<file path="config.mk">
export PLATFORM = sky130hd
export DESIGN_NAME = audio_declip_lagrange_interp
export DESIGN_NICKNAME = d
export VERILOG_FILES = /design/src/hdl/adli_pkg.sv /design/src/hdl/adli_ram.sv /design/src/hdl/adli_div.sv /design/src/hdl/adli_interp.sv /design/src/hdl/audio_declip_lagrange_interp.sv
export SDC_FILE = /design/constraint.sdc
export NUM_CORES = 2
export LEC_CHECK = 0
export ABC_AREA = 1
export ABC_CLOCK_PERIOD_IN_PS = 18050
export BUFFER_PORTS_ARGS = -buffer_cell sky130_fd_sc_hd__buf_2
export CORE_MARGIN = 4
export CORE_UTILIZATION = 65
export CTS_CLUSTER_SIZE = 25
export DETAILED_ROUTE_END_ITERATION = 8
export PLACE_DENSITY_LB_ADDON = 0.3
export SYNTH_ARGS = -nofsm -noshare
export SYNTH_HDL_FRONTEND = slang
export SYNTH_HIERARCHICAL = 1
export SYNTH_SLANG_ARGS = --single-unit
</file>
<file path="constraint.sdc">
create_clock -name clk -period 18.05 [get_ports clk]
set_clock_uncertainty 0.2 [all_clocks]
set_input_delay 2.7075 -clock clk [delete_from_list [all_inputs] [get_ports clk]]
set_output_delay 2.7075 -clock clk [all_outputs]
set_load 0.02 [all_outputs]
</file>
<file path="src/hdl/adli_pkg.sv">
// ----------------------------------------------------------------------------
// adli_pkg
// Shared types and constants of the declipping interpolator.
// ----------------------------------------------------------------------------
package adli_pkg;

    localparam int MAX_RUN = 32;
    localparam int SAMPLE_W = 16;
    localparam int SAT_MAX = 32767;
    localparam int CLIP_HIGH_W = 15;
    localparam int RUN_AW = $clog2(MAX_RUN);
    localparam int LEN_W = $clog2(MAX_RUN + 1);
    // node positions and their differences stay within +-(MAX_RUN + 4)
    localparam int FAC_W = LEN_W + 3;
    localparam int NUM_W = 32;
    localparam int PROD_W = SAMPLE_W + NUM_W;
    localparam int SUM_W = PROD_W + 3;
    localparam int DIV_BITS = 2;
    localparam int DIV_STEPS = PROD_W / DIV_BITS;
    localparam int DIV_CW = $clog2(DIV_STEPS + 1);
    localparam int NODES = 5;
    localparam int NODE_W = $clog2(NODES);

    localparam int CFG_IDX_W = 1;
    localparam logic [CFG_IDX_W-1:0] REG_CLIP_HIGH = 1'b0;
    localparam logic [CFG_IDX_W-1:0] REG_CLIP_LOW = 1'b1;

    typedef struct packed {
        logic signed [SAMPLE_W-1:0] sample_in;
        logic                       end_of_stream;
    } in_item_t;

    typedef struct packed {
        logic signed [SAMPLE_W-1:0] sample_out;
        logic                       restored;
        logic                       final_out;
    } out_item_t;

    typedef struct packed {
        logic             start;
        logic [LEN_W-1:0] k;
        logic [LEN_W-1:0] len;
    } interp_req_t;

    typedef struct packed {
        logic                       done;
        logic signed [SAMPLE_W-1:0] value;
    } interp_rsp_t;

endpackage

</file>
<file path="src/hdl/adli_ram.sv">
// ----------------------------------------------------------------------------
// adli_ram
// Generic single-write, single-read memory with registered read data.
// ----------------------------------------------------------------------------
module adli_ram #(
    parameter int WIDTH = 16,
    parameter int DEPTH = 32
) (
    input  logic                     clk,
    input  logic                     we,
    input  logic [$clog2(DEPTH)-1:0] waddr,
    input  logic [WIDTH-1:0]         wdata,
    input  logic                     re,
    input  logic [$clog2(DEPTH)-1:0] raddr,
    output logic [WIDTH-1:0]         rdata
);

    logic [WIDTH-1:0] mem [DEPTH];
    logic [WIDTH-1:0] rdata_reg;

    always_ff @(posedge clk)
    begin
        if (we)
        begin
            mem[waddr] <= wdata;
        end
        if (re)
        begin
            rdata_reg <= mem[raddr];
        end
    end

    assign rdata = rdata_reg;

endmodule

</file>
<file path="src/hdl/adli_div.sv">
// ----------------------------------------------------------------------------
// adli_div
// Iterative signed divider, quotient truncated toward zero, two bits a cycle.
// ----------------------------------------------------------------------------
module adli_div import adli_pkg::*; (
    input  logic                     clk,
    input  logic                     rst_n,
    input  logic                     start,
    input  logic signed [PROD_W-1:0] dividend,
    input  logic signed [NUM_W-1:0]  divisor,
    output logic                     done,
    output logic signed [PROD_W-1:0] quotient
);

    logic              busy_reg;
    logic              done_reg;
    logic [DIV_CW-1:0] cnt_reg;
    logic [NUM_W:0]    rem_reg;
    logic [PROD_W-1:0] q_reg;
    logic [NUM_W-1:0]  dsr_reg;
    logic              neg_reg;

    logic [NUM_W:0]    rem_next;
    logic [PROD_W-1:0] q_next;
    logic [PROD_W-1:0] dvd_mag;
    logic [NUM_W-1:0]  dsr_mag;

    assign dvd_mag = dividend[PROD_W-1] ? PROD_W'(-dividend) : PROD_W'(dividend);
    assign dsr_mag = divisor[NUM_W-1] ? NUM_W'(-divisor) : NUM_W'(divisor);

    always_comb
    begin
        rem_next = rem_reg;
        q_next = q_reg;
        for (int i = 0; i < DIV_BITS; i++)
        begin
            rem_next = {rem_next[NUM_W-1:0], q_next[PROD_W-1]};
            q_next = {q_next[PROD_W-2:0], 1'b0};
            if (rem_next >= {1'b0, dsr_reg})
            begin
                rem_next = rem_next - {1'b0, dsr_reg};
                q_next[0] = 1'b1;
            end
        end
    end

    always_ff @(posedge clk or negedge rst_n)
    begin
        if (!rst_n)
        begin
            busy_reg <= 1'b0;
            done_reg <= 1'b0;
            cnt_reg <= '0;
        end
        else
        begin
            done_reg <= 1'b0;
            if (start)
            begin
                busy_reg <= 1'b1;
                cnt_reg <= DIV_CW'(DIV_STEPS);
                rem_reg <= '0;
                q_reg <= dvd_mag;
                dsr_reg <= dsr_mag;
                neg_reg <= dividend[PROD_W-1] ^ divisor[NUM_W-1];
            end
            else if (busy_reg)
            begin
                rem_reg <= rem_next;
                q_reg <= q_next;
                cnt_reg <= cnt_reg - 1'b1;
                if (cnt_reg == DIV_CW'(1))
                begin
                    busy_reg <= 1'b0;
                    done_reg <= 1'b1;
                end
            end
        end
    end

    assign done = done_reg;
    assign quotient = neg_reg ? -$signed(q_reg) : $signed(q_reg);

endmodule

</file>
<file path="src/hdl/adli_interp.sv">
// ----------------------------------------------------------------------------
// adli_interp
// Lagrange term engine: builds the five basis terms of one run sample in turn.
// ----------------------------------------------------------------------------
module adli_interp import adli_pkg::*; (
    input  logic                       clk,
    input  logic                       rst_n,
    input  interp_req_t                req,
    input  logic signed [SAMPLE_W-1:0] nodes [NODES],
    output interp_rsp_t                rsp
);

    typedef enum logic [2:0] {
        I_IDLE,
        I_INIT,
        I_MUL,
        I_PROD,
        I_DIV,
        I_WAIT,
        I_SAT
    } istate_t;

    istate_t                    state_reg;
    logic [NODE_W-1:0]          a_reg;
    logic [NODE_W-1:0]          b_reg;
    logic [LEN_W-1:0]           k_reg;
    logic [LEN_W-1:0]           len_reg;
    logic signed [NUM_W-1:0]    num_reg;
    logic signed [NUM_W-1:0]    den_reg;
    logic signed [PROD_W-1:0]   prod_reg;
    logic signed [SUM_W-1:0]    sum_reg;
    logic                       done_reg;
    logic signed [SAMPLE_W-1:0] value_reg;

    logic signed [FAC_W-1:0]       fk;
    logic signed [FAC_W-1:0]       fd;
    logic signed [NUM_W+FAC_W-1:0] num_ext;
    logic signed [NUM_W+FAC_W-1:0] den_ext;
    logic                          div_done;
    logic signed [PROD_W-1:0]      quot;

    function automatic logic signed [FAC_W-1:0] node_pos(
        input logic [NODE_W-1:0] idx,
        input logic [LEN_W-1:0]  len
    );
        logic signed [FAC_W-1:0] p;
        unique case (idx)
            NODE_W'(0): p = FAC_W'(-3);
            NODE_W'(1): p = FAC_W'(-2);
            NODE_W'(2): p = FAC_W'(-1);
            NODE_W'(3): p = $signed({3'b000, len});
            default:    p = $signed({3'b000, len}) + FAC_W'(1);
        endcase
        return p;
    endfunction

    assign fk = $signed({3'b000, k_reg}) - node_pos(b_reg, len_reg);
    assign fd = node_pos(a_reg, len_reg) - node_pos(b_reg, len_reg);
    assign num_ext = num_reg * fk;
    assign den_ext = den_reg * fd;

    adli_div u_div (
        .clk      (clk),
        .rst_n    (rst_n),
        .start    (state_reg == I_DIV),
        .dividend (prod_reg),
        .divisor  (den_reg),
        .done     (div_done),
        .quotient (quot)
    );

    always_ff @(posedge clk or negedge rst_n)
    begin
        if (!rst_n)
        begin
            state_reg <= I_IDLE;
            done_reg <= 1'b0;
        end
        else
        begin
            done_reg <= 1'b0;
            unique case (state_reg)
                I_IDLE:
                begin
                    if (req.start)
                    begin
                        k_reg <= req.k;
                        len_reg <= req.len;
                        a_reg <= '0;
                        sum_reg <= '0;
                        state_reg <= I_INIT;
                    end
                end
                I_INIT:
                begin
                    num_reg <= NUM_W'(1);
                    den_reg <= NUM_W'(1);
                    b_reg <= '0;
                    state_reg <= I_MUL;
                end
                I_MUL:
                begin
                    if (b_reg != a_reg)
                    begin
                        num_reg <= NUM_W'(num_ext);
                        den_reg <= NUM_W'(den_ext);
                    end
                    if (b_reg == NODE_W'(NODES - 1))
                    begin
                        state_reg <= I_PROD;
                    end
                    else
                    begin
                        b_reg <= b_reg + 1'b1;
                    end
                end
                I_PROD:
                begin
                    prod_reg <= nodes[a_reg] * num_reg;
                    state_reg <= I_DIV;
                end
                I_DIV:
                begin
                    state_reg <= I_WAIT;
                end
                I_WAIT:
                begin
                    if (div_done)
                    begin
                        sum_reg <= sum_reg + SUM_W'(quot);
                        if (a_reg == NODE_W'(NODES - 1))
                        begin
                            state_reg <= I_SAT;
                        end
                        else
                        begin
                            a_reg <= a_reg + 1'b1;
                            state_reg <= I_INIT;
                        end
                    end
                end
                I_SAT:
                begin
                    if (sum_reg > $signed(SUM_W'(SAT_MAX)))
                    begin
                        value_reg <= SAMPLE_W'(SAT_MAX);
                    end
                    else if (sum_reg < $signed(SUM_W'(-SAT_MAX - 1)))
                    begin
                        value_reg <= SAMPLE_W'(-SAT_MAX - 1);
                    end
                    else
                    begin
                        value_reg <= sum_reg[SAMPLE_W-1:0];
                    end
                    done_reg <= 1'b1;
                    state_reg <= I_IDLE;
                end
                default:
                begin
                    state_reg <= I_IDLE;
                end
            endcase
        end
    end

    assign rsp.done = done_reg;
    assign rsp.value = value_reg;

endmodule

</file>
<file path="src/hdl/audio_declip_lagrange_interp.sv">
// ----------------------------------------------------------------------------
// audio_declip_lagrange_interp
// Holds runs of clipped samples and rebuilds them by Lagrange interpolation.
// ----------------------------------------------------------------------------
// an unclipped sample is put out through the result register; a new beat waits for ST_IDLE
// a held run of length L is released when its second following sample arrives,
// each sample rebuilt from five basis terms, built in turn through
// shared multipliers and a two-bit-a-cycle divider
// raw flushes read the run memory one entry at a time, in ST_FLUSH_RD then ST_FLUSH_EM
// reset restores the clip levels and empties history; memory needs no clearing
module audio_declip_lagrange_interp import adli_pkg::*; (
    input  logic                 clk,
    input  logic                 rst_n,
    input  logic                 sample_valid,
    output logic                 sample_ready,
    input  in_item_t             sample,
    output logic                 result_valid,
    input  logic                 result_ready,
    output out_item_t            result,
    input  logic                 cfg_valid,
    output logic                 cfg_ready,
    input  logic [CFG_IDX_W-1:0] cfg_index,
    input  logic [SAMPLE_W-1:0]  cfg_data
);

    typedef enum logic [3:0] {
        ST_IDLE,
        ST_DISPATCH,
        ST_FRESH,
        ST_EMIT_S,
        ST_TAIL,
        ST_FLUSH_RD,
        ST_FLUSH_EM,
        ST_INTERP_GO,
        ST_INTERP_WAIT,
        ST_INTERP_EM,
        ST_EMIT_AFTER,
        ST_DONE
    } state_t;

    typedef enum logic [1:0] {
        PH_IDLE,
        PH_COLLECT,
        PH_HOLD,
        PH_PASS
    } phase_t;

    typedef enum logic [1:0] {
        NX_EMIT_S,
        NX_AFTER,
        NX_DONE,
        NX_FRESH
    } then_t;

    state_t                     state_reg;
    phase_t                     phase_reg;
    then_t                      then_reg;
    logic [CLIP_HIGH_W-1:0]     clip_high_reg;
    logic signed [SAMPLE_W-1:0] clip_low_reg;
    logic signed [SAMPLE_W-1:0] s_reg;
    logic                       eos_reg;
    logic [LEN_W-1:0]           len_reg;
    logic [LEN_W-1:0]           k_reg;
    logic signed [SAMPLE_W-1:0] hist_reg [3];
    logic [1:0]                 hist_cnt_reg;
    logic signed [SAMPLE_W-1:0] after_reg;
    logic signed [SAMPLE_W-1:0] node_reg [NODES];
    logic signed [SAMPLE_W-1:0] ival_reg;
    logic                       result_valid_reg;
    out_item_t                  result_reg;

    logic                       clipped;
    logic                       slot_free;
    logic                       emit_req;
    logic                       emit_fire;
    out_item_t                  emit_item;
    logic                       ram_we;
    logic [RUN_AW-1:0]          ram_waddr;
    logic                       ram_re;
    logic [SAMPLE_W-1:0]        ram_rdata;
    logic                       k_last;
    interp_req_t                ireq;
    interp_rsp_t                irsp;

    assign clipped = (s_reg == $signed({1'b0, clip_high_reg})) || (s_reg == clip_low_reg);
    assign slot_free = !result_valid_reg || result_ready;
    assign k_last = (k_reg + 1'b1) == len_reg;

    // which beat, if any, the current state wants to put out
    always_comb
    begin
        emit_req = 1'b0;
        emit_item.sample_out = s_reg;
        emit_item.restored = 1'b0;
        emit_item.final_out = eos_reg;
        unique case (state_reg)
            ST_FRESH:
            begin
                emit_req = !clipped || (hist_cnt_reg != 2'd3);
            end
            ST_EMIT_S:
            begin
                emit_req = 1'b1;
            end
            ST_FLUSH_EM:
            begin
                emit_req = 1'b1;
                emit_item.sample_out = $signed(ram_rdata);
                emit_item.final_out = eos_reg && (then_reg == NX_DONE) && k_last;
            end
            ST_INTERP_EM:
            begin
                emit_req = 1'b1;
                emit_item.sample_out = ival_reg;
                emit_item.restored = 1'b1;
                emit_item.final_out = 1'b0;
            end
            ST_EMIT_AFTER:
            begin
                emit_req = 1'b1;
                emit_item.sample_out = after_reg;
                emit_item.final_out = (then_reg == NX_DONE);
            end
            default:
            begin
                emit_req = 1'b0;
            end
        endcase
    end

    assign emit_fire = emit_req && slot_free;

    always_comb
    begin
        ram_we = 1'b0;
        ram_waddr = len_reg[RUN_AW-1:0];
        if (state_reg == ST_DISPATCH && phase_reg == PH_COLLECT && clipped
            && len_reg != LEN_W'(MAX_RUN))
        begin
            ram_we = 1'b1;
        end
        else if (state_reg == ST_FRESH && clipped && hist_cnt_reg == 2'd3)
        begin
            ram_we = 1'b1;
            ram_waddr = '0;
        end
    end

    assign ram_re = (state_reg == ST_FLUSH_RD);

    adli_ram #(
        .WIDTH (SAMPLE_W),
        .DEPTH (MAX_RUN)
    ) u_run_ram (
        .clk   (clk),
        .we    (ram_we),
        .waddr (ram_waddr),
        .wdata (s_reg),
        .re    (ram_re),
        .raddr (k_reg[RUN_AW-1:0]),
        .rdata (ram_rdata)
    );

    assign ireq.start = (state_reg == ST_INTERP_GO);
    assign ireq.k = k_reg;
    assign ireq.len = len_reg;

    adli_interp u_interp (
        .clk   (clk),
        .rst_n (rst_n),
        .req   (ireq),
        .nodes (node_reg),
        .rsp   (irsp)
    );

    always_ff @(posedge clk or negedge rst_n)
    begin
        if (!rst_n)
        begin
            state_reg <= ST_IDLE;
            phase_reg <= PH_IDLE;
            then_reg <= NX_DONE;
            clip_high_reg <= CLIP_HIGH_W'(SAT_MAX);
            clip_low_reg <= SAMPLE_W'(-SAT_MAX);
            len_reg <= '0;
            k_reg <= '0;
            hist_reg <= '{default: '0};
            hist_cnt_reg <= '0;
            after_reg <= '0;
            result_valid_reg <= 1'b0;
        end
        else
        begin
            if (cfg_valid)
            begin
                unique case (cfg_index)
                    REG_CLIP_HIGH: clip_high_reg <= cfg_data[CLIP_HIGH_W-1:0];
                    REG_CLIP_LOW:  clip_low_reg <= $signed(cfg_data);
                    default:       clip_low_reg <= clip_low_reg;
                endcase
            end

            if (emit_fire)
            begin
                result_valid_reg <= 1'b1;
                result_reg <= emit_item;
                hist_reg[0] <= hist_reg[1];
                hist_reg[1] <= hist_reg[2];
                hist_reg[2] <= emit_item.sample_out;
                if (hist_cnt_reg != 2'd3)
                begin
                    hist_cnt_reg <= hist_cnt_reg + 1'b1;
                end
            end
            else if (result_ready)
            begin
                result_valid_reg <= 1'b0;
            end

            unique case (state_reg)
                ST_IDLE:
                begin
                    if (sample_valid)
                    begin
                        s_reg <= sample.sample_in;
                        eos_reg <= sample.end_of_stream;
                        state_reg <= ST_DISPATCH;
                    end
                end
                ST_DISPATCH:
                begin
                    unique case (phase_reg)
                        PH_COLLECT:
                        begin
                            if (!clipped)
                            begin
                                after_reg <= s_reg;
                                phase_reg <= PH_HOLD;
                                state_reg <= ST_TAIL;
                            end
                            else if (len_reg == LEN_W'(MAX_RUN))
                            begin
                                // run overflows the buffer: release it raw
                                phase_reg <= PH_PASS;
                                k_reg <= '0;
                                then_reg <= NX_EMIT_S;
                                state_reg <= ST_FLUSH_RD;
                            end
                            else
                            begin
                                len_reg <= len_reg + 1'b1;
                                state_reg <= ST_TAIL;
                            end
                        end
                        PH_HOLD:
                        begin
                            node_reg[0] <= hist_reg[0];
                            node_reg[1] <= hist_reg[1];
                            node_reg[2] <= hist_reg[2];
                            node_reg[3] <= after_reg;
                            node_reg[4] <= s_reg;
                            k_reg <= '0;
                            state_reg <= ST_INTERP_GO;
                        end
                        PH_PASS:
                        begin
                            state_reg <= ST_EMIT_S;
                        end
                        default:
                        begin
                            state_reg <= ST_FRESH;
                        end
                    endcase
                end
                ST_FRESH:
                begin
                    if (!clipped)
                    begin
                        if (emit_fire)
                        begin
                            state_reg <= ST_TAIL;
                        end
                    end
                    else if (hist_cnt_reg != 2'd3)
                    begin
                        // too little history: pass this run through raw
                        if (emit_fire)
                        begin
                            phase_reg <= PH_PASS;
                            state_reg <= ST_TAIL;
                        end
                    end
                    else
                    begin
                        len_reg <= LEN_W'(1);
                        phase_reg <= PH_COLLECT;
                        state_reg <= ST_TAIL;
                    end
                end
                ST_EMIT_S:
                begin
                    if (emit_fire)
                    begin
                        if (!clipped)
                        begin
                            phase_reg <= PH_IDLE;
                        end
                        state_reg <= ST_TAIL;
                    end
                end
                ST_TAIL:
                begin
                    if (!eos_reg)
                    begin
                        state_reg <= ST_IDLE;
                    end
                    else if (phase_reg == PH_COLLECT)
                    begin
                        k_reg <= '0;
                        then_reg <= NX_DONE;
                        state_reg <= ST_FLUSH_RD;
                    end
                    else if (phase_reg == PH_HOLD)
                    begin
                        k_reg <= '0;
                        then_reg <= NX_AFTER;
                        state_reg <= ST_FLUSH_RD;
                    end
                    else
                    begin
                        state_reg <= ST_DONE;
                    end
                end
                ST_FLUSH_RD:
                begin
                    state_reg <= ST_FLUSH_EM;
                end
                ST_FLUSH_EM:
                begin
                    if (emit_fire)
                    begin
                        if (k_last)
                        begin
                            len_reg <= '0;
                            k_reg <= '0;
                            unique case (then_reg)
                                NX_EMIT_S:
                                begin
                                    state_reg <= ST_EMIT_S;
                                end
                                NX_AFTER:
                                begin
                                    then_reg <= NX_DONE;
                                    state_reg <= ST_EMIT_AFTER;
                                end
                                default:
                                begin
                                    state_reg <= ST_DONE;
                                end
                            endcase
                        end
                        else
                        begin
                            k_reg <= k_reg + 1'b1;
                            state_reg <= ST_FLUSH_RD;
                        end
                    end
                end
                ST_INTERP_GO:
                begin
                    state_reg <= ST_INTERP_WAIT;
                end
                ST_INTERP_WAIT:
                begin
                    if (irsp.done)
                    begin
                        ival_reg <= irsp.value;
                        state_reg <= ST_INTERP_EM;
                    end
                end
                ST_INTERP_EM:
                begin
                    if (emit_fire)
                    begin
                        if (k_last)
                        begin
                            len_reg <= '0;
                            k_reg <= '0;
                            then_reg <= NX_FRESH;
                            state_reg <= ST_EMIT_AFTER;
                        end
                        else
                        begin
                            k_reg <= k_reg + 1'b1;
                            state_reg <= ST_INTERP_GO;
                        end
                    end
                end
                ST_EMIT_AFTER:
                begin
                    if (emit_fire)
                    begin
                        if (then_reg == NX_DONE)
                        begin
                            state_reg <= ST_DONE;
                        end
                        else
                        begin
                            // second node is then taken as a fresh sample
                            phase_reg <= PH_IDLE;
                            state_reg <= ST_FRESH;
                        end
                    end
                end
                ST_DONE:
                begin
                    len_reg <= '0;
                    k_reg <= '0;
                    hist_reg <= '{default: '0};
                    hist_cnt_reg <= '0;
                    after_reg <= '0;
                    phase_reg <= PH_IDLE;
                    state_reg <= ST_IDLE;
                end
                default:
                begin
                    state_reg <= ST_IDLE;
                end
            endcase
        end
    end

    assign sample_ready = (state_reg == ST_IDLE);
    assign cfg_ready = 1'b1;
    assign result_valid = result_valid_reg;
    assign result = result_reg;

endmodule

</file>
==> results.txt <==
----------------------------------------------------
[Outcome]
  Result of the run ... finished clean

[Global routing]
  Antenna violations before repair ... 5
  Global-route wire length before repair ... roughly 410 mm
  All-Layer GR Usage ... 36.6%
  Via count of the first global-routing pass ... 72200
  Remaining global-route overflow ... 0
  Pin count of the biggest net entering global routing ... 97

[Synth]
  Area of the mapped netlist ... 0.0898 mm²
  Yosys cell types ... 80
  Synthesis-stage register bit count ... about 1100
  Most repeated cell in the gate-level netlist after synthesis ... sky130_fd_sc_hd__nand2_1
  Mapped Nets ... around 12000
  Count of synthesis-stage warnings from yosys ... 6
  Avg Cell Area, Syn ... 8.74 µm²
  Share of synthesized registers carrying an async set or reset ... 11.7%
  Post-Syn Instances ... between 10000 and 15000
  Main flop type after synthesis ... sky130_fd_sc_hd__edfxtp_1
  Proportion of netlist area held by the largest area contributor ... between 30 and 40%
  Part of the Yosys area used for sequential elements ... 36.0%
  Number of flops mapped to enable cells by yosys ... between 900 and 1000
  Biggest area consumer among synthesized cells ... sky130_fd_sc_hd__edfxtp_1
  Top post-synthesis cells by area ... sky130_fd_sc_hd__edfxtp_1, sky130_fd_sc_hd__fa_1, sky130_fd_sc_hd__nand2_1
  Synth top cells by count ... sky130_fd_sc_hd__nand2_1, sky130_fd_sc_hd__inv_1, sky130_fd_sc_hd__nor2_1

[Layout]
  # nets final ... 11500
  Area of the multi-input gates ... 0.0496 mm²
  Share of post-route cells with drive strength above 1 ... 5.48%
  Layout area overhead ... 6.14%
  Fill count ... 10500
  FF+latch area ... 0.0324 mm²
  Number of flip-flops in the largest register ... slightly above 500

[Clock tree]
  H-tree levels ... 3
  Post-CTS repair timing setup buffer count ... 0
  Resized cells post-CTS ... 0
  CTS tree ... yes
  Clock transition at the registers of the reported paths ... 0.06 ns
  CTS hold repair buffers ... 0
  CTS Root Cell ... sky130_fd_sc_hd__clkbuf_16
  Buffers from clock root to sink, at most ... 3
  Inserted Clock Buffers ... between 100 and 150
  Source-to-sink clock delay at the later pin of the worst-skew pair ... 0.80 ns
  Number of clock sinks ... about 1100

[Detailed routing]
  Drt via density ... 6.02
  Total DRC errors in the routed layout ... 0
  Via Count ... 72900
  Iter 0 DRT Violations ... 9058
  1st-pass router iterations ... 6
  Final wirelength ... roughly 270 mm
  Antenna Violating Nets Remaining ... 0
  Detailed-route wire length per cell ... 22.0 µm

[Placed design]
  Count of port buffers added during placement ... 58
  Sum of net half-perimeters after detailed placement ... approximately 200 mm
  Post-place setup slack ... 8.34 ns
  Routability congestion estimate from global placement ... 0.973

[Worst setup path]
  CP endpoint kind ... register
  CP arrival ... 10.10 ns
  Critical setup path kind ... register to register
  Launching point of the worst reg2reg path ... u_interp/a_reg[1]
  Top fanout value on the critical path ... 21
  Top cell by count, worst path ... sky130_fd_sc_hd__nand2_1
  CP startpoint ... u_interp/a_reg[1]
  Kind of cell adding the most delay to the critical path ... adder cells
  Biggest cell delay along the critical path ... 0.98 ns
  CP Launch Type ... register
  Required arrival time at the worst endpoint ... between 15 and 20 ns
  Number of buffers and inverters on the critical path ... 6
  Slowest cell on crit path ... sky130_fd_sc_hd__edfxtp_1

[STA]
  Worst Max-Slew Pin Slew ... 1.20 ns
  Post-layout minimum cycle time ... 9.79 ns
  Worst-case headroom to the max-slew limit ... 19.7%
  Unrepaired setup endpoints after global routing ... no
  Number of pins with negative max-slew slack in the final report ... 0
  Number of failing setup endpoints in the final timing report ... 0
  Fin Setup TNS ... 0 ns
  Final period utilization ... 54.2%
  Achievable frequency ... around 100 MHz
  Least setup slack across all paths after layout ... 8.26 ns
  Number of failing hold endpoints at the final stage ... 0

[Die]
  Effective utilization at floorplan ... about two thirds
  Count of standard-cell rows ... 136
  Die boundary height ... 380 µm
  Area of the core ... 0.137 mm²
  Die outline width ... 380 µm
  Die Area ... 0.144 mm²
  IO Count ... 60

[Hold path]
  Class of the tightest hold or removal check ... register to register
  Min-delay src ... hist_reg[38]

[Run]
  Max-capacitance violation count ... 0

----------------------------------------------------
## placed cells by master (no fill, tap or decap), drive strengths merged, types with 46 or more instances in the layout
cell type / synthesis / layout
nand2: 2678 / 2678
inv: 1601 / 1602
nor2: 1018 / 1018
edfxtp: 969 / 969
fa: 851 / 851
nand3: 722 / 722
o21ai: 427 / 427
a21oi: 400 / 400
ha: 397 / 397
buf: 197 / 173
xor2: 149 / 149
clkbuf: 164 / 147
dfrtp: 111 / 111
nand4: 87 / 87
xnor2: 79 / 79
nor3: 71 / 71
clkinv: 15 / 65
nor4: 46 / 46
## final cells by class
cell class                      instances  area share [%]
Timing Repair Buffer                  174            1.23
Multi-Input combinational cell       7206            52.1
Antenna cell                            4          0.0105
Inverter                             1616            6.38
Tap cell                             1794            2.35
Clock inverter                         71           0.882
Sequential cell                      1098            33.9
Clock buffer                          146            3.16
## final timing paths
kind                       slack, ns                    to  cells after the start
hold reg to reg                 0.17          node_reg[70]                      0
setup / recovery                8.26  u_interp/den_reg[31]                     37
hold / removal                  0.17          node_reg[70]                      0
max in group asynchronous      13.90              k_reg[1]                      3
setup reg to reg                8.26  u_interp/den_reg[31]                     37
min in group asynchronous       1.83       clip_low_reg[1]                      1
## worst reg2reg max path: cells and delay by family, from the launching register on
kind / cells / cell delay, ns
AOI/OAI and AO/OA: 5 / 0.93
DFF: 1 / 0.98
adders and majority gates: 9 / 4.03
and+or+nand+nor: 17 / 2.56
buffers and inverters: 6 / 0.91
## logic make-up (layout without fill, tap and decap cells)
family | Yosys count | in the layout | share of synthesized area (%)
compound gates | 1053 | 1053 | 6.65
simple gates | 4676 | 4676 | 21.7
xor+xnor | 228 | 228 | 2.24
buf+inv | 1977 | 2007 | 8.89
flops | 1098 | 1098 | 36.0
other cells | 1 | 5 | 0.00417
fa+ha+maj | 1248 | 1248 | 24.5
## layer usage
metal  vias up  global-route usage [%]  share of wire, %
li1      32700                       -                 -
met3       689                    8.95                12
met5         -                       0             0.017
met2      4288                    56.4                45
met1     35200                    51.0                39
met4         6                    13.5               4.3
## through the flow
step                hold slack, ns  instances  utilization (%)  area [µm²]
floorplan                    0.200      10300                -       89800
global placement             0.203      11900             66.6       91500
detailed placement           0.205      11900             66.6       91500
CTS                          0.174      12100             69.4       95300
global route                 0.187      12100             69.4       95300
finish                       0.173      12100             69.4       95300
Power is not shown: default switching activity piles up to over one toggle a cycle in this logic, so the estimate is an artifact.
